<file path="config.mk">
export PLATFORM = sky130hd
export DESIGN_NAME = maze_shortest_path_search_flat
export DESIGN_NICKNAME = d
export VERILOG_FILES = /design/src/hw/rtl/mss_pkg.sv /design/src/hw/rtl/mss_in_if.sv /design/src/hw/rtl/mss_out_if.sv /design/src/hw/rtl/mss_ram.sv /design/src/hw/rtl/mss_datapath.sv /design/src/hw/rtl/mss_ctrl.sv /design/src/hw/rtl/maze_shortest_path_search.sv /design/src/flat_wrapper.sv
export VERILOG_INCLUDE_DIRS = /design/src /design/src/hw/rtl
export SDC_FILE = /design/constraint.sdc
export NUM_CORES = 1
export LEC_CHECK = 0
export ABC_CLOCK_PERIOD_IN_PS = 6400
export BUFFER_PORTS_ARGS = -buffer_cell sky130_fd_sc_hd__buf_2
export CAP_MARGIN = 25
export CORE_MARGIN = 8
export CORE_UTILIZATION = 63
export CTS_CLUSTER_DIAMETER = 120
export DETAILED_ROUTE_END_ITERATION = 10
export HOLD_SLACK_MARGIN = 0.12
export PLACE_DENSITY = 0.81
export SYNTH_ARGS = -nofsm -noshare
export SYNTH_HDL_FRONTEND = slang
export SYNTH_SLANG_ARGS = --single-unit
</file>
<file path="constraint.sdc">
create_clock -name clk -period 6.4 [get_ports clk]
set_input_delay 0.32 -clock clk [delete_from_list [all_inputs] [get_ports clk]]
set_output_delay 0.32 -clock clk [all_outputs]
set_load 0.03 [all_outputs]
</file>
<file path="src/hw/rtl/maze_shortest_path_search_defines.svh">
// ----------------------------------------------------------------------------
// Maze search assertion macros
// Shared concurrent assertion shorthands for the maze search RTL.
// ----------------------------------------------------------------------------
`ifndef MAZE_SHORTEST_PATH_SEARCH_DEFINES_SVH
`define MAZE_SHORTEST_PATH_SEARCH_DEFINES_SVH

// Same-cycle implication, disabled while in reset.
`define MSS_ASSERT_NOW(lbl, ante, cons, msg) \
  lbl: assert property (@(posedge clk) disable iff (!rst_n) (ante) |-> (cons)) \
    else $error(msg);

// Next-cycle implication, disabled while in reset.
`define MSS_ASSERT_NEXT(lbl, ante, cons, msg) \
  lbl: assert property (@(posedge clk) disable iff (!rst_n) (ante) |=> (cons)) \
    else $error(msg);

`endif

</file>
<file path="src/hw/rtl/mss_pkg.sv">
// ----------------------------------------------------------------------------
// Maze search package
// Field widths, cell kinds, controller states, datapath commands and status.
// ----------------------------------------------------------------------------
package mss_pkg;

  localparam int IDX_W   = 6;
  localparam int COORD_W = 3;
  localparam int KIND_W  = 2;
  localparam int DIST_W  = 6;

  localparam logic [KIND_W-1:0] KIND_EMPTY  = 2'd0;
  localparam logic [KIND_W-1:0] KIND_WALL   = 2'd1;
  localparam logic [KIND_W-1:0] KIND_TARGET = 2'd2;

  localparam logic [1:0] DIR_DOWN  = 2'd0;
  localparam logic [1:0] DIR_RIGHT = 2'd1;
  localparam logic [1:0] DIR_UP    = 2'd2;
  localparam logic [1:0] DIR_LEFT  = 2'd3;

  typedef enum logic {
    OPC_LOAD  = 1'b0,
    OPC_START = 1'b1
  } opcode_t;

  typedef enum logic [3:0] {
    S_IDLE,
    S_START_CHK,
    S_SEED_RD,
    S_SEED_CHK,
    S_POP,
    S_POP_Q,
    S_POP_D,
    S_NB,
    S_NB_CHK,
    S_W_NB,
    S_W_CHK,
    S_W_DONE,
    S_EMIT
  } ctl_state_t;

  typedef enum logic [4:0] {
    OP_NONE,
    OP_LOAD,
    OP_START,
    OP_START_CHK,
    OP_SEED_RD,
    OP_SEED_CHK,
    OP_POP_RD,
    OP_POP_Q,
    OP_POP_D,
    OP_NB,
    OP_NB_CHK,
    OP_W_INIT,
    OP_W_NB,
    OP_W_CHK,
    OP_W_DONE,
    OP_EMIT_TGT,
    OP_W_NEXT
  } dp_op_t;

  typedef struct packed {
    dp_op_t op;
  } dp_cmd_t;

  typedef struct packed {
    logic start_oob;
    logic start_tgt;
    logic scan_last;
    logic q_empty;
    logic nb_ok;
    logic wnb_ok;
    logic dir_last;
    logic pick_zero;
    logic out_last;
  } dp_status_t;

  typedef struct packed {
    logic               ok;
    logic [COORD_W-1:0] row;
    logic [COORD_W-1:0] col;
  } nb_t;

  // Neighbor of (row, col) in direction dir on a side x side grid.
  function automatic nb_t nb_of(input logic [COORD_W-1:0] row,
                                input logic [COORD_W-1:0] col,
                                input logic [1:0] dir,
                                input logic [3:0] side);
    nb_t n;
    n.row = row;
    n.col = col;
    n.ok  = 1'b0;
    unique case (dir)
      DIR_DOWN: begin
        n.ok  = (4'(row) + 4'd1) < side;
        n.row = row + 3'd1;
      end
      DIR_RIGHT: begin
        n.ok  = (4'(col) + 4'd1) < side;
        n.col = col + 3'd1;
      end
      DIR_UP: begin
        n.ok  = row != '0;
        n.row = row - 3'd1;
      end
      DIR_LEFT: begin
        n.ok  = col != '0;
        n.col = col - 3'd1;
      end
    endcase
    return n;
  endfunction

endpackage

</file>
<file path="src/hw/rtl/mss_in_if.sv">
// ----------------------------------------------------------------------------
// Maze search request channel
// Valid/ready channel carrying load and start requests.
// ----------------------------------------------------------------------------
interface mss_in_if import mss_pkg::*; ();
  logic               valid;
  logic               ready;
  logic               opcode;
  logic [IDX_W-1:0]   cell_index;
  logic [KIND_W-1:0]  cell_kind;
  logic [COORD_W-1:0] start_row;
  logic [COORD_W-1:0] start_col;

  modport source (output valid, opcode, cell_index, cell_kind, start_row, start_col,
                  input ready);
  modport sink (input valid, opcode, cell_index, cell_kind, start_row, start_col,
                output ready);
endinterface

</file>
<file path="src/hw/rtl/mss_out_if.sv">
// ----------------------------------------------------------------------------
// Maze search result channel
// Valid/ready channel carrying path steps.
// ----------------------------------------------------------------------------
interface mss_out_if import mss_pkg::*; ();
  logic             valid;
  logic             ready;
  logic             found;
  logic [IDX_W-1:0] step_cell;
  logic             last_step;

  modport source (output valid, found, step_cell, last_step, input ready);
  modport sink (input valid, found, step_cell, last_step, output ready);
endinterface

</file>
<file path="src/hw/rtl/mss_ram.sv">
// ----------------------------------------------------------------------------
// Generic RAM
// One write port, one read port, registered read data.
// ----------------------------------------------------------------------------
module mss_ram #(
  parameter int WIDTH = 8,
  parameter int DEPTH = 64
) (
  input  logic                     clk,
  input  logic                     we,
  input  logic [$clog2(DEPTH)-1:0] waddr,
  input  logic [WIDTH-1:0]         wdata,
  input  logic [$clog2(DEPTH)-1:0] raddr,
  output logic [WIDTH-1:0]         rdata
);
  logic [WIDTH-1:0] mem [DEPTH];

  always_ff @(posedge clk) begin
    if (we) begin
      mem[waddr] <= wdata;
    end
    rdata <= mem[raddr];
  end
endmodule

</file>
<file path="src/hw/rtl/mss_datapath.sv">
// ----------------------------------------------------------------------------
// Maze search datapath
// Grid, distance and queue RAMs, visit flags, walk and output registers.
// ----------------------------------------------------------------------------
module mss_datapath import mss_pkg::*; #(
  parameter int SIDE = 7
) (
  input  logic               clk,
  input  logic               rst_n,
  input  dp_cmd_t            cmd,
  output dp_status_t         st,
  input  logic [IDX_W-1:0]   in_cell_index,
  input  logic [KIND_W-1:0]  in_cell_kind,
  input  logic [COORD_W-1:0] in_start_row,
  input  logic [COORD_W-1:0] in_start_col,
  output logic               out_found,
  output logic [IDX_W-1:0]   out_step_cell,
  output logic               out_last_step
);
  localparam int NCELL = SIDE * SIDE;
  localparam int AW    = $clog2(NCELL);
  localparam int CNT_W = $clog2(NCELL + 1);
  localparam logic [3:0] SIDE_V = 4'(SIDE);
  localparam logic [COORD_W-1:0] LAST_C = COORD_W'(SIDE - 1);

  function automatic logic [IDX_W-1:0] idx_of(input logic [COORD_W-1:0] r,
                                               input logic [COORD_W-1:0] c);
    return IDX_W'(32'(r) * SIDE + 32'(c));
  endfunction

  logic [COORD_W-1:0] s_row_r, s_col_r, cur_row_r, cur_col_r;
  logic [COORD_W-1:0] pick_row_r, pick_col_r;
  logic [1:0]         dir_r;
  logic [CNT_W-1:0]   head_r, tail_r;
  logic [DIST_W-1:0]  dc_r, best_r;
  logic               pick_v_r;
  logic               out_found_r, out_last_r;
  logic [IDX_W-1:0]   out_cell_r;

  nb_t                  nb;
  logic [IDX_W-1:0]     nb_idx, cur_idx, s_idx;
  logic                 s_is_nb, seed_hit, enter, new_cell;
  logic [KIND_W-1:0]    grid_rd;
  logic [DIST_W:0]      dist_rd;
  logic                 vis_rd;
  logic [DIST_W-1:0]    dist_val;
  logic [2*COORD_W-1:0] q_rd;
  logic                 grid_we, q_we, dist_we;
  logic [IDX_W-1:0]     grid_ra, dist_ra, dist_wa;
  logic [DIST_W:0]      dist_wd;
  logic [2*COORD_W-1:0] q_wd;

  assign nb      = nb_of(cur_row_r, cur_col_r, dir_r, SIDE_V);
  assign nb_idx  = idx_of(nb.row, nb.col);
  assign cur_idx = idx_of(cur_row_r, cur_col_r);
  assign s_idx   = idx_of(s_row_r, s_col_r);
  assign s_is_nb = (nb.row == s_row_r) && (nb.col == s_col_r);
  assign seed_hit = (grid_rd == KIND_TARGET) &&
                    !((cur_row_r == s_row_r) && (cur_col_r == s_col_r));
  assign enter   = (grid_rd == KIND_EMPTY) || (grid_rd == KIND_TARGET);
  // distance RAM word: visit flag on top, distance below
  assign vis_rd   = dist_rd[DIST_W];
  assign dist_val = dist_rd[DIST_W-1:0];
  assign new_cell = enter && !vis_rd;

  assign st.start_oob = (32'(in_start_row) >= SIDE) || (32'(in_start_col) >= SIDE);
  assign st.start_tgt = grid_rd == KIND_TARGET;
  assign st.scan_last = (cur_row_r == LAST_C) && (cur_col_r == LAST_C);
  assign st.q_empty   = head_r == tail_r;
  assign st.nb_ok     = nb.ok && !s_is_nb;
  assign st.wnb_ok    = nb.ok;
  assign st.dir_last  = dir_r == DIR_LEFT;
  assign st.pick_zero = best_r == '0;
  assign st.out_last  = out_last_r;

  assign grid_we = (cmd.op == OP_LOAD) && (32'(in_cell_index) < NCELL);

  always_comb begin
    unique case (cmd.op)
      OP_START: grid_ra = idx_of(in_start_row, in_start_col);
      OP_NB:    grid_ra = nb_idx;
      default:  grid_ra = cur_idx;
    endcase
    if (cmd.op == OP_POP_Q) begin
      dist_ra = idx_of(q_rd[2*COORD_W-1:COORD_W], q_rd[COORD_W-1:0]);
    end else begin
      dist_ra = nb_idx;
    end
    // the seed scan rewrites every cell, clearing stale visit flags and marking targets visited
    dist_we = (cmd.op == OP_SEED_CHK) || ((cmd.op == OP_NB_CHK) && new_cell);
    q_we    = ((cmd.op == OP_SEED_CHK) && seed_hit) || ((cmd.op == OP_NB_CHK) && new_cell);
    if (cmd.op == OP_SEED_CHK) begin
      dist_wa = cur_idx;
      dist_wd = {seed_hit, DIST_W'(0)};
      q_wd    = {cur_row_r, cur_col_r};
    end else begin
      dist_wa = nb_idx;
      dist_wd = {1'b1, dc_r + DIST_W'(1)};
      q_wd    = {nb.row, nb.col};
    end
  end

  mss_ram #(.WIDTH(KIND_W), .DEPTH(NCELL)) u_grid (
    .clk(clk), .we(grid_we), .waddr(in_cell_index[AW-1:0]), .wdata(in_cell_kind),
    .raddr(grid_ra[AW-1:0]), .rdata(grid_rd)
  );

  mss_ram #(.WIDTH(DIST_W + 1), .DEPTH(NCELL)) u_dist (
    .clk(clk), .we(dist_we), .waddr(dist_wa[AW-1:0]), .wdata(dist_wd),
    .raddr(dist_ra[AW-1:0]), .rdata(dist_rd)
  );

  mss_ram #(.WIDTH(2*COORD_W), .DEPTH(NCELL)) u_queue (
    .clk(clk), .we(q_we), .waddr(tail_r[AW-1:0]), .wdata(q_wd),
    .raddr(head_r[AW-1:0]), .rdata(q_rd)
  );

  always_ff @(posedge clk) begin
    if (!rst_n) begin
      head_r     <= '0;
      tail_r     <= '0;
      dir_r      <= '0;
      pick_v_r   <= 1'b0;
      out_last_r <= 1'b0;
    end else begin
      unique case (cmd.op)
        OP_START: begin
          s_row_r   <= in_start_row;
          s_col_r   <= in_start_col;
          if (st.start_oob) begin
            out_found_r <= 1'b0;
            out_cell_r  <= '0;
            out_last_r  <= 1'b1;
          end
        end
        OP_START_CHK: begin
          if (st.start_tgt) begin
            out_found_r <= 1'b1;
            out_cell_r  <= s_idx;
            out_last_r  <= 1'b1;
          end
          cur_row_r <= '0;
          cur_col_r <= '0;
          head_r    <= '0;
          tail_r    <= '0;
        end
        OP_SEED_CHK: begin
          if (seed_hit) begin
            tail_r <= tail_r + CNT_W'(1);
          end
          if (cur_col_r == LAST_C) begin
            cur_col_r <= '0;
            cur_row_r <= cur_row_r + 3'd1;
          end else begin
            cur_col_r <= cur_col_r + 3'd1;
          end
        end
        OP_POP_RD: head_r <= head_r + CNT_W'(1);
        OP_POP_Q: begin
          cur_row_r <= q_rd[2*COORD_W-1:COORD_W];
          cur_col_r <= q_rd[COORD_W-1:0];
        end
        OP_POP_D: begin
          dc_r  <= dist_val;
          dir_r <= '0;
        end
        OP_NB: begin
          if (!st.nb_ok) begin
            dir_r <= dir_r + 2'd1;
          end
        end
        OP_NB_CHK: begin
          if (new_cell) begin
            tail_r <= tail_r + CNT_W'(1);
          end
          dir_r <= dir_r + 2'd1;
        end
        OP_W_INIT: begin
          cur_row_r <= s_row_r;
          cur_col_r <= s_col_r;
          dir_r     <= '0;
          pick_v_r  <= 1'b0;
        end
        OP_W_NB: begin
          if (!st.wnb_ok) begin
            dir_r <= dir_r + 2'd1;
          end
        end
        OP_W_CHK: begin
          // strict compare keeps the first neighbor on a tie
          if (vis_rd && (!pick_v_r || (dist_val < best_r))) begin
            pick_v_r   <= 1'b1;
            best_r     <= dist_val;
            pick_row_r <= nb.row;
            pick_col_r <= nb.col;
          end
          dir_r <= dir_r + 2'd1;
        end
        OP_W_DONE: begin
          if (!pick_v_r) begin
            out_found_r <= 1'b0;
            out_cell_r  <= '0;
            out_last_r  <= 1'b1;
          end else begin
            out_found_r <= 1'b1;
            out_cell_r  <= cur_idx;
            out_last_r  <= 1'b0;
            cur_row_r   <= pick_row_r;
            cur_col_r   <= pick_col_r;
          end
        end
        OP_EMIT_TGT: begin
          out_cell_r <= cur_idx;
          out_last_r <= 1'b1;
        end
        OP_W_NEXT: begin
          dir_r    <= '0;
          pick_v_r <= 1'b0;
        end
        default: ;
      endcase
    end
  end

  assign out_found     = out_found_r;
  assign out_step_cell = out_cell_r;
  assign out_last_step = out_last_r;
endmodule

</file>
<file path="src/hw/rtl/mss_ctrl.sv">
// ----------------------------------------------------------------------------
// Maze search controller
// Sequences loading, target seeding, BFS expansion, path walk and output.
// ----------------------------------------------------------------------------
`include "maze_shortest_path_search_defines.svh"

module mss_ctrl import mss_pkg::*; (
  input  logic       clk,
  input  logic       rst_n,
  input  logic       in_valid,
  input  logic       in_opcode,
  output logic       in_ready,
  output logic       out_valid,
  input  logic       out_ready,
  output dp_cmd_t    cmd,
  input  dp_status_t st
);
  ctl_state_t state_r, state_nxt;

  always_ff @(posedge clk) begin
    if (!rst_n) begin
      state_r <= S_IDLE;
    end else begin
      state_r <= state_nxt;
    end
  end

  always_comb begin
    state_nxt = state_r;
    cmd.op    = OP_NONE;
    unique case (state_r)
      S_IDLE: begin
        if (in_valid) begin
          if (in_opcode == OPC_START) begin
            cmd.op    = OP_START;
            state_nxt = st.start_oob ? S_EMIT : S_START_CHK;
          end else begin
            cmd.op = OP_LOAD;
          end
        end
      end
      S_START_CHK: begin
        cmd.op    = OP_START_CHK;
        state_nxt = st.start_tgt ? S_EMIT : S_SEED_RD;
      end
      S_SEED_RD: begin
        cmd.op    = OP_SEED_RD;
        state_nxt = S_SEED_CHK;
      end
      S_SEED_CHK: begin
        cmd.op    = OP_SEED_CHK;
        state_nxt = st.scan_last ? S_POP : S_SEED_RD;
      end
      S_POP: begin
        if (st.q_empty) begin
          cmd.op    = OP_W_INIT;
          state_nxt = S_W_NB;
        end else begin
          cmd.op    = OP_POP_RD;
          state_nxt = S_POP_Q;
        end
      end
      S_POP_Q: begin
        cmd.op    = OP_POP_Q;
        state_nxt = S_POP_D;
      end
      S_POP_D: begin
        cmd.op    = OP_POP_D;
        state_nxt = S_NB;
      end
      S_NB: begin
        cmd.op = OP_NB;
        if (st.nb_ok) begin
          state_nxt = S_NB_CHK;
        end else begin
          state_nxt = st.dir_last ? S_POP : S_NB;
        end
      end
      S_NB_CHK: begin
        cmd.op    = OP_NB_CHK;
        state_nxt = st.dir_last ? S_POP : S_NB;
      end
      S_W_NB: begin
        cmd.op = OP_W_NB;
        if (st.wnb_ok) begin
          state_nxt = S_W_CHK;
        end else begin
          state_nxt = st.dir_last ? S_W_DONE : S_W_NB;
        end
      end
      S_W_CHK: begin
        cmd.op    = OP_W_CHK;
        state_nxt = st.dir_last ? S_W_DONE : S_W_NB;
      end
      S_W_DONE: begin
        cmd.op    = OP_W_DONE;
        state_nxt = S_EMIT;
      end
      S_EMIT: begin
        if (out_ready) begin
          priority if (st.out_last) begin
            state_nxt = S_IDLE;
          end else if (st.pick_zero) begin
            cmd.op = OP_EMIT_TGT;
          end else begin
            cmd.op    = OP_W_NEXT;
            state_nxt = S_W_NB;
          end
        end
      end
      default: state_nxt = S_IDLE;
    endcase
  end

  assign in_ready  = state_r == S_IDLE;
  assign out_valid = state_r == S_EMIT;

  `MSS_ASSERT_NOW(a_one_side_busy, in_ready, !out_valid, "request taken while result pending")
  `MSS_ASSERT_NEXT(a_last_ends_run, out_valid && out_ready && st.out_last, in_ready,
    "run did not end after last step")
  `MSS_ASSERT_NEXT(a_start_busy, in_valid && in_ready && (in_opcode == OPC_START),
    !in_ready, "start request did not begin a search")
endmodule

</file>
<file path="src/hw/rtl/maze_shortest_path_search.sv">
// Shortest-path maze search on a SIDE x SIDE grid. Load requests (opcode 0) write one
// cell kind each; out-of-range indices are dropped. A start request (opcode 1) returns
// the path from the start cell to the nearest target, one result per cell, last_step
// set on the target, tie-broken down, right, up, left; with no path it returns a single
// result with found cleared. A search first scans every cell to seed targets (this scan
// also clears the visit flags of all other cells), then runs a distance pass over the
// reachable cells, then walks the path subject to output backpressure; the grid,
// distance and queue RAMs have registered reads.
// No new request is taken until the last result of a search has been delivered.
// ----------------------------------------------------------------------------
// Maze shortest path search, top level
// Joins the controller and datapath to the request and result channels.
// ----------------------------------------------------------------------------
module maze_shortest_path_search import mss_pkg::*; #(
  parameter int SIDE = 7
) (
  input logic       clk,
  input logic       rst_n,
  mss_in_if.sink    in_if,
  mss_out_if.source out_if
);
  dp_cmd_t    cmd;
  dp_status_t st;

  mss_ctrl u_ctrl (
    .clk       (clk),
    .rst_n     (rst_n),
    .in_valid  (in_if.valid),
    .in_opcode (in_if.opcode),
    .in_ready  (in_if.ready),
    .out_valid (out_if.valid),
    .out_ready (out_if.ready),
    .cmd       (cmd),
    .st        (st)
  );

  mss_datapath #(.SIDE(SIDE)) u_dp (
    .clk           (clk),
    .rst_n         (rst_n),
    .cmd           (cmd),
    .st            (st),
    .in_cell_index (in_if.cell_index),
    .in_cell_kind  (in_if.cell_kind),
    .in_start_row  (in_if.start_row),
    .in_start_col  (in_if.start_col),
    .out_found     (out_if.found),
    .out_step_cell (out_if.step_cell),
    .out_last_step (out_if.last_step)
  );
endmodule
</file>
<file path="src/flat_wrapper.sv">
// flat-port wrapper written by rule: the top's interface ports become plain ports
module maze_shortest_path_search_flat import mss_pkg::*;
#(
  parameter int SIDE = 7
)
  (clk, rst_n, in_if_valid, in_if_opcode, in_if_cell_index, in_if_cell_kind, in_if_start_row, in_if_start_col, in_if_ready, out_if_valid, out_if_found, out_if_step_cell, out_if_last_step, out_if_ready);
  mss_in_if in_if_i ();
  mss_out_if out_if_i ();
  input logic clk;
  input logic rst_n;
  input wire logic [$bits(in_if_i.valid)-1:0] in_if_valid;
  input wire logic [$bits(in_if_i.opcode)-1:0] in_if_opcode;
  input wire logic [$bits(in_if_i.cell_index)-1:0] in_if_cell_index;
  input wire logic [$bits(in_if_i.cell_kind)-1:0] in_if_cell_kind;
  input wire logic [$bits(in_if_i.start_row)-1:0] in_if_start_row;
  input wire logic [$bits(in_if_i.start_col)-1:0] in_if_start_col;
  output wire logic [$bits(in_if_i.ready)-1:0] in_if_ready;
  output wire logic [$bits(out_if_i.valid)-1:0] out_if_valid;
  output wire logic [$bits(out_if_i.found)-1:0] out_if_found;
  output wire logic [$bits(out_if_i.step_cell)-1:0] out_if_step_cell;
  output wire logic [$bits(out_if_i.last_step)-1:0] out_if_last_step;
  input wire logic [$bits(out_if_i.ready)-1:0] out_if_ready;
  assign in_if_i.valid = in_if_valid;
  assign in_if_i.opcode = in_if_opcode;
  assign in_if_i.cell_index = in_if_cell_index;
  assign in_if_i.cell_kind = in_if_cell_kind;
  assign in_if_i.start_row = in_if_start_row;
  assign in_if_i.start_col = in_if_start_col;
  assign in_if_ready = in_if_i.ready;
  assign out_if_valid = out_if_i.valid;
  assign out_if_found = out_if_i.found;
  assign out_if_step_cell = out_if_i.step_cell;
  assign out_if_last_step = out_if_i.last_step;
  assign out_if_i.ready = out_if_ready;
  maze_shortest_path_search #(.SIDE(SIDE)) u_core (.clk(clk), .rst_n(rst_n), .in_if(in_if_i), .out_if(out_if_i));
endmodule
</file>
# Yosys cells after proc, flatten, opt, wreduce, memory -nomap -nowiden
# Memories as Yosys holds them, arrays and structs flattened. A register that Yosys moved wholly into a read port is not among the register bits.
# Index checks and enable logic that the tools add are counted.
totals:
  register_bits: 57
  ramBits: 735
  input_bits: 19
  out_inout_bits: 10
  word_cells: 204
  n_memories: 3
memory_table:
  columns: ["memory", "words", "word_bits", "rd", "rd_ports_with_merged_regs", "wr", "line_no", "rtl"]
  rows:
  - ["u_core.u_dp.u_dist.mem", 49, 7, 1, 1, 1, "mss_ram.sv:16", "logic [WIDTH-1:0] mem [DEPTH];"]
  - ["u_core.u_dp.u_queue.mem", 49, 6, 1, 1, 1, "mss_ram.sv:16", null]
  - ["u_core.u_dp.u_grid.mem", 49, 2, 1, 1, 1, "mss_ram.sv:16", null]
classes:
  addsub: 15
  n_mul: 5
  magnitude_cmp: 6
  eq_ne: 51
  n_mux: 61
  n_reduce_logical: 47
op_table:
  columns: ["operator", "count"]
  rows:
  - ["one-hot mux 5 bit (13 select lines)", 1]
  - ["one-hot mux 4 bit (13 select lines)", 1]
  - ["two-way mux 6 bit", 8]
  - ["== test 5 x 4 -> 1 bit (second input constant)", 8]
  - ["two-way mux 4 bit", 10]
  - ["adder 6 x 3 -> 6 bit", 5]
  - ["multiplier 3 x 3 -> 6 bit (second input constant)", 5]
  - ["one-hot mux 3 bit (5 select lines)", 2]
  - ["one-hot mux 6 bit (2 select lines)", 2]
  - ["one-hot mux 6 bit (4 select lines)", 1]
  - ["== test 4 bit (second input constant)", 5]
  - ["adder 6 x 1 -> 6 bit (second input constant)", 3]
  - ["!= test 2 bit (second input constant)", 9]
  - ["one-hot mux 6 bit (3 select lines)", 1]
  - ["== test 4 x 3 -> 1 bit (second input constant)", 4]
  - ["AND reduction 4 bit", 4]
  - ["== test 5 x 3 -> 1 bit (second input constant)", 3]
  - ["two-way mux 3 bit", 5]
  - ["two-way mux 5 bit", 3]
  - ["AND reduction 3 bit", 5]
  - ["two-way mux 2 bit", 7]
  - ["== test 3 bit", 4]
  - ["two-way mux 1 bit", 12]
  - ["one-hot mux 3 bit (2 select lines)", 2]
  - ["other kinds (37)", 75]

# Logic depth before layout (Yosys ltp)
depth:
  ltp_word: 10
  ltp_mapped: 20
  mapped_depth_nobuf: 18

# Cells and area by module
# Synthesis repeated with hierarchy kept, for this count alone.
unflattened:
  cells_unflattened: 2046
  hier_area_um2: 35230.0
by_module_without_submodules:
  columns: ["module", "instances", "cells_per_inst", "area_per_inst_um2", "seq_area_each_um2"]
  rows:
  - ["mss_ram (u_core.u_dp.u_dist)", 1, 643, 13646.8, 10440.0]
  - ["mss_ram (u_core.u_dp.u_queue)", 1, 558, 11786.3, 8948.6]
  - ["mss_datapath", 1, 513, 4916.0, 1431.4]
  - ["mss_ram (u_core.u_dp.u_grid)", 1, 245, 4225.3, 2982.9]
  - ["mss_ctrl", 1, 87, 655.6, 80.1]

# Worst setup path after synthesis
# OpenSTA, ideal clock, no wires.
synth_path:
  path_type: "reg2reg"
  start: "register u_core.u_dp.cur_row_r[0]"
  end: "register u_core.u_dp.u_dist.rdata[3] (read register of u_core.u_dp.u_dist.mem)"
  setup_time_ns: 0.138
  arrival_time_ns: 4.929
  setup_slack_ns: 1.334
  path_stages_with_launch: 14
  n_path_buf: 1
  synth_period_minus_slack_ns: 5.066
  path_cell_list: "edfxtp_1 > inv_1 > ha_1 > a221oi_1 > fa_1 > fa_1 > fa_1 > mux2i_2 > buf_2 > mux4_2 > mux2i_1 > o22ai_1 > a21oi_1 > a211oi_1"
synth_via:
  elab_chain_cells: 5
  elab_cells_between_ends: 6
synth_rtl:
  columns: ["element", "line_no", "rtl"]
  rows:
  - ["start: declaration", "mss_datapath.sv:31", "logic [COORD_W-1:0] s_row_r, s_col_r, cur_row_r, cur_col_r;"]
  - ["start signal: assignment", "mss_datapath.sv:153", "cur_row_r <= cur_row_r + 3'd1;"]
  - ["start signal: assignment", "mss_datapath.sv:160", "cur_row_r <= q_rd[2*COORD_W-1:COORD_W];"]
  - ["start signal: assignment", "mss_datapath.sv:179", "cur_row_r <= s_row_r;"]
  - ["subtractor 3 x 1 -> 3 bit / adder 3 x 1 -> 3 bit (equally long branches)", "mss_pkg.sv:104, mss_pkg.sv:96", null]
  - ["one-hot mux 3 bit (2 select lines) (*)", "mss_pkg.sv:93", "unique case (dir)"]
  - ["multiplier 3 x 3 -> 6 bit (*)", "mss_datapath.sv:28", "return IDX_W'(32'(r) * SIDE + 32'(c));"]
  - ["adder 6 x 3 -> 6 bit (*)", "mss_datapath.sv:28", null]
  - ["two-way mux 6 bit (*)", "mss_datapath.sv:84", "if (cmd.op == OP_POP_Q) begin"]
  - ["end: declaration", "mss_ram.sv:14", "output logic [WIDTH-1:0] rdata"]
# Mark *: on every way between the ends. The rest lies on a longest branch, timed or not.
# A chain may end at the register's enable or synchronous reset.

# Final worst setup path
layout_path:
  start: "register u_core.u_dp.cur_row_r[0]"
  end: "memory u_core.u_dp.u_dist.mem[32][5] (netlist bit) (enable)"
layout_via:
  elab_chain_cells: 5
  elab_cells_between_ends: 8
layout_rtl:
  columns: ["element", "line_no", "rtl"]
  rows:
  - ["subtractor 3 x 1 -> 3 bit / adder 3 x 1 -> 3 bit (equally long branches)", "mss_pkg.sv:104, mss_pkg.sv:96", null]
  - ["one-hot mux 3 bit (2 select lines)", "mss_pkg.sv:93", null]
  - ["multiplier 3 x 3 -> 6 bit", "mss_datapath.sv:28", null]
  - ["adder 6 x 3 -> 6 bit", "mss_datapath.sv:28", null]
  - ["two-way mux 6 bit (*)", "mss_datapath.sv:92", "if (cmd.op == OP_SEED_CHK) begin"]
  - ["end: declaration", "mss_ram.sv:16", null]
# Marked as above.

==> flow_summary.toml <==
[run_status]
status = "completed"

[cts]
cts_root_buf = "clkbuf_16"
clkTransAtPathRegs_ps = 60
clock-sinks = 807
cts-resized-gates = 0
cts_tree = "yes"
clockBufferDepth = 3
insertion_delay_ps = 640
cts_buffers = 79
post_cts.repair.setup_buffers = 0
holdBufCountCts = 7
h-tree-depth = 3

[sta]
final_hold_viol_count = 0
fin_crit_sh_pct = 85.0
maxSlewViolCount = 0
fin_hold_ws_ps = 156
rsz0062_at_grt = "false"
fmax_ghz = 0.184
relSlewSlack_pct = 27.6
tns_ps = 0
finalCriticalPeriod_ps = 5440
skew_ps = 35.3
worst_slew_pin_slew_ps = 1090
setup_viol_count_final = 0

[critical_path]
arrival_ps = 5700
endpoint_kind = "flip-flop"
critical_path_class = "flip-flop to flip-flop"
start_kind = "flip-flop"
path_cells = "inv_1 -> ha_1 -> inv_1 -> a22o_1 -> o21ai_0 -> buf_4 -> fa_1 -> fa_1 -> inv_1 -> ha_1 -> a21o_1 -> a21oi_1 -> xnor2_1 -> a21oi_1 -> nor2b_1 -> nand2_1 -> nor2_1"
r2r_setup_slack_ps = 960
rr_endpoint = "u_core.u_dp.u_dist.mem[32][5]$_DFFE_PP_"
slowest_stage = "nor2_1"
cp_data_required_time_ps = 6660
critPathMostFrequentCell = "inv_1"
rr_startpoint = "u_core.u_dp.cur_row_r[0]$_DFFE_PP_"
critPathMaxFanout = 8
r2r_cells = 17
cpPeakStageDelay_ps = 650

[final_layout]
fill_cells = 3390
instances_no_fill = 3072
multi_input_area_mm2 = 0.0107
syn_to_final_growth_pct = 10.5
diodes = 0
nets = 2371
mostFrequentLayoutCells = "edfxtp_1, nor2_1, nand2_1, mux4_2, mux2i_1"
drive_above_1_share_pct = 17.0
ff_latch_area_mm2 = 0.0239
layout_commonest_cell = "edfxtp_1"

[worst_hold_path]
min-delay-start = "in_if_cell_index[3]"
whs_path_depth = 2
hold_class = "input port to flip-flop"
hold_path_end = "u_core.u_dp.u_grid.mem[48][1]$_DFFE_PP_"

[synthesis]
ys_types = 80
yosysSeqAreaShare_pct = 67.7
synth_area_mm2 = 0.0353
synth-edff-count = 772
avgSynthCellArea_um2 = 15.9
synthArstFlopShare_pct = 0
syn_nets = 2333
synth-main-ff-cell = "edfxtp_1"
yosysWarnings = 0
netlist_instances = 2224
ys_ff_latch = 807

[route]
drc = 0
dr.pass1.iters = 6
postRouteAntennaNets = 0
num_vias = 20200
routed_wl_um = 80500
drtIter0Drc = 2307
vias_per_cell = 6.56
wire_per_inst_um = 26.2

[place]
port_buffers = 28
gp_congestion = 0.897
dp_cells = 2919
place_hpwl_um = 50400

[die]
die_area_mm2 = 0.0638
initial_core_util_pct = 63.9
die_h_um = 253
io_pins = 29
die_w_um = 253
coreArea_mm2 = 0.0552
rows = 86

[global_routing]
grt_pass1_vias = 20300
grt_first_pass_wirelength_um = 122000
grt_max_degree = 67
grtUsageTotal_pct = 25.2
overflow = 0
antenna_found_initial = 0

[job]
drv_cap = 0
## final cells by class
type | count | area share [%]
flip-flops and latches | 807 | 61.3
multi-input cells | 1216 | 27.4
clock buffers | 108 | 5.54
well taps | 748 | 2.40
repair buffers | 80 | 1.60
clock inverters | 35 | 0.928
inverters | 78 | 0.784
## worst max-delay path by stage
stage                                  startpoint  slack [ps]  cells past startpoint                                       to
6_report       u_core.u_dp.cur_row_r[0]$_DFFE_PP_         960                     17  u_core.u_dp.u_dist.mem[32][5]$_DFFE_PP_
5_1_grt        u_core.u_dp.cur_row_r[0]$_DFFE_PP_         560                     18      u_core.u_dp.u_dist.rdata[5]$_DFF_P_
4_1_cts        u_core.u_dp.cur_row_r[0]$_DFFE_PP_        1000                     16      u_core.u_dp.u_dist.rdata[5]$_DFF_P_
3_5_place_dp   u_core.u_dp.cur_row_r[0]$_DFFE_PP_        1020                     15      u_core.u_dp.u_dist.rdata[1]$_DFF_P_
3_3_place_gp   u_core.u_dp.cur_row_r[0]$_DFFE_PP_        1130                     15      u_core.u_dp.u_dist.rdata[5]$_DFF_P_
2_1_floorplan  u_core.u_dp.cur_row_r[0]$_DFFE_PP_        1330                     13      u_core.u_dp.u_dist.rdata[3]$_DFF_P_
## metal layers
layer	share of wire, %	vias to the layer above	track usage, %
met1	37	10100	32.3
met3	8.5	229	5.28
li1	-	8677	-
met4	4.1	0	9.87
met5	0	-	0
met2	50	1178	42.1
## metrics by stage
step	setup WS (ps)	area (um2)	utilization (%)
6_report	961	39000	70.6
5_1_grt	559	39000	70.6
4_1_cts	1000	38900	70.5
3_5_place_dp	1020	36300	65.8
3_3_place_gp	1130	36300	65.7
2_1_floorplan	1330	35300	-
## cells by family (layout without fill, tap and decap cells)
| group | count (synthesis) | count (layout) | share of synthesized area (%) |
|---|---|---|---|
| DFF | 807 | 807 | 67.7 |
| AOI/OAI and AO/OA | 270 | 270 | 5.59 |
| and+or+nand+nor | 530 | 530 | 6.88 |
| buffers and inverters | 201 | 301 | 2.45 |
| muxes | 277 | 277 | 12.5 |
| adders and majority gates | 90 | 90 | 3.62 |
| xor gates and xnor gates | 49 | 49 | 1.22 |
## synth_stat cells (all sizes together), types with 5 or more instances
library cell	instances	share of area [%]
buf	54	0.84
a21o	15	0.32
o21a	7	0.15
o21ai	28	0.40
ha	70	2.5
a221oi	9	0.27
a221o	6	0.17
mux2	52	1.7
a211o	29	0.72
nor4	7	0.14
clkbuf	69	0.74
inv	77	0.82
nand3b	7	0.15
dfxtp	35	2.0
o22ai	11	0.20
a211oi	46	0.98
and3	12	0.21
mux2i	100	2.8
nor2	219	2.3
nand3	46	0.65
a21oi	51	0.77
or3b	6	0.15
nand2b	9	0.16
or2	5	0.089
a311oi	5	0.12
xor2	19	0.47
edfxtp	772	66
and2	11	0.20
nand2	132	1.4
xnor2	30	0.75
o211ai	18	0.38
nand4	14	0.25
nor2b	23	0.41
a22o	5	0.12
or3	5	0.089
fa	20	1.1
nor3	20	0.28
mux4	125	8.0
## registers in the layout, indices dropped and copies added, names as in the netlist, 4 cells and up
signal,cells
u_core.u_ctrl.state_r,4
u_core.u_dp.head_r,6
u_core.u_dp.best_r,6
u_core.u_dp.dc_r,6
u_core.u_dp.out_step_cell,6
u_core.u_dp.tail_r,6
u_core.u_dp.u_queue.rdata,6
u_core.u_dp.u_dist.mem,343
u_core.u_dp.u_grid.mem,98
u_core.u_dp.u_queue.mem,294
u_core.u_dp.u_dist.rdata,7
## critical path: cells and delay by family, from the launching register on
family,cells,cell delay [ps]
flops,1,500
xor+xnor,1,170
compound gates,5,1140
simple gates,3,1190
buf+inv,4,580
fa+ha+maj,4,1480
Power is not shown: default switching activity piles up to over one toggle a cycle in this logic, so the estimate is an artifact.
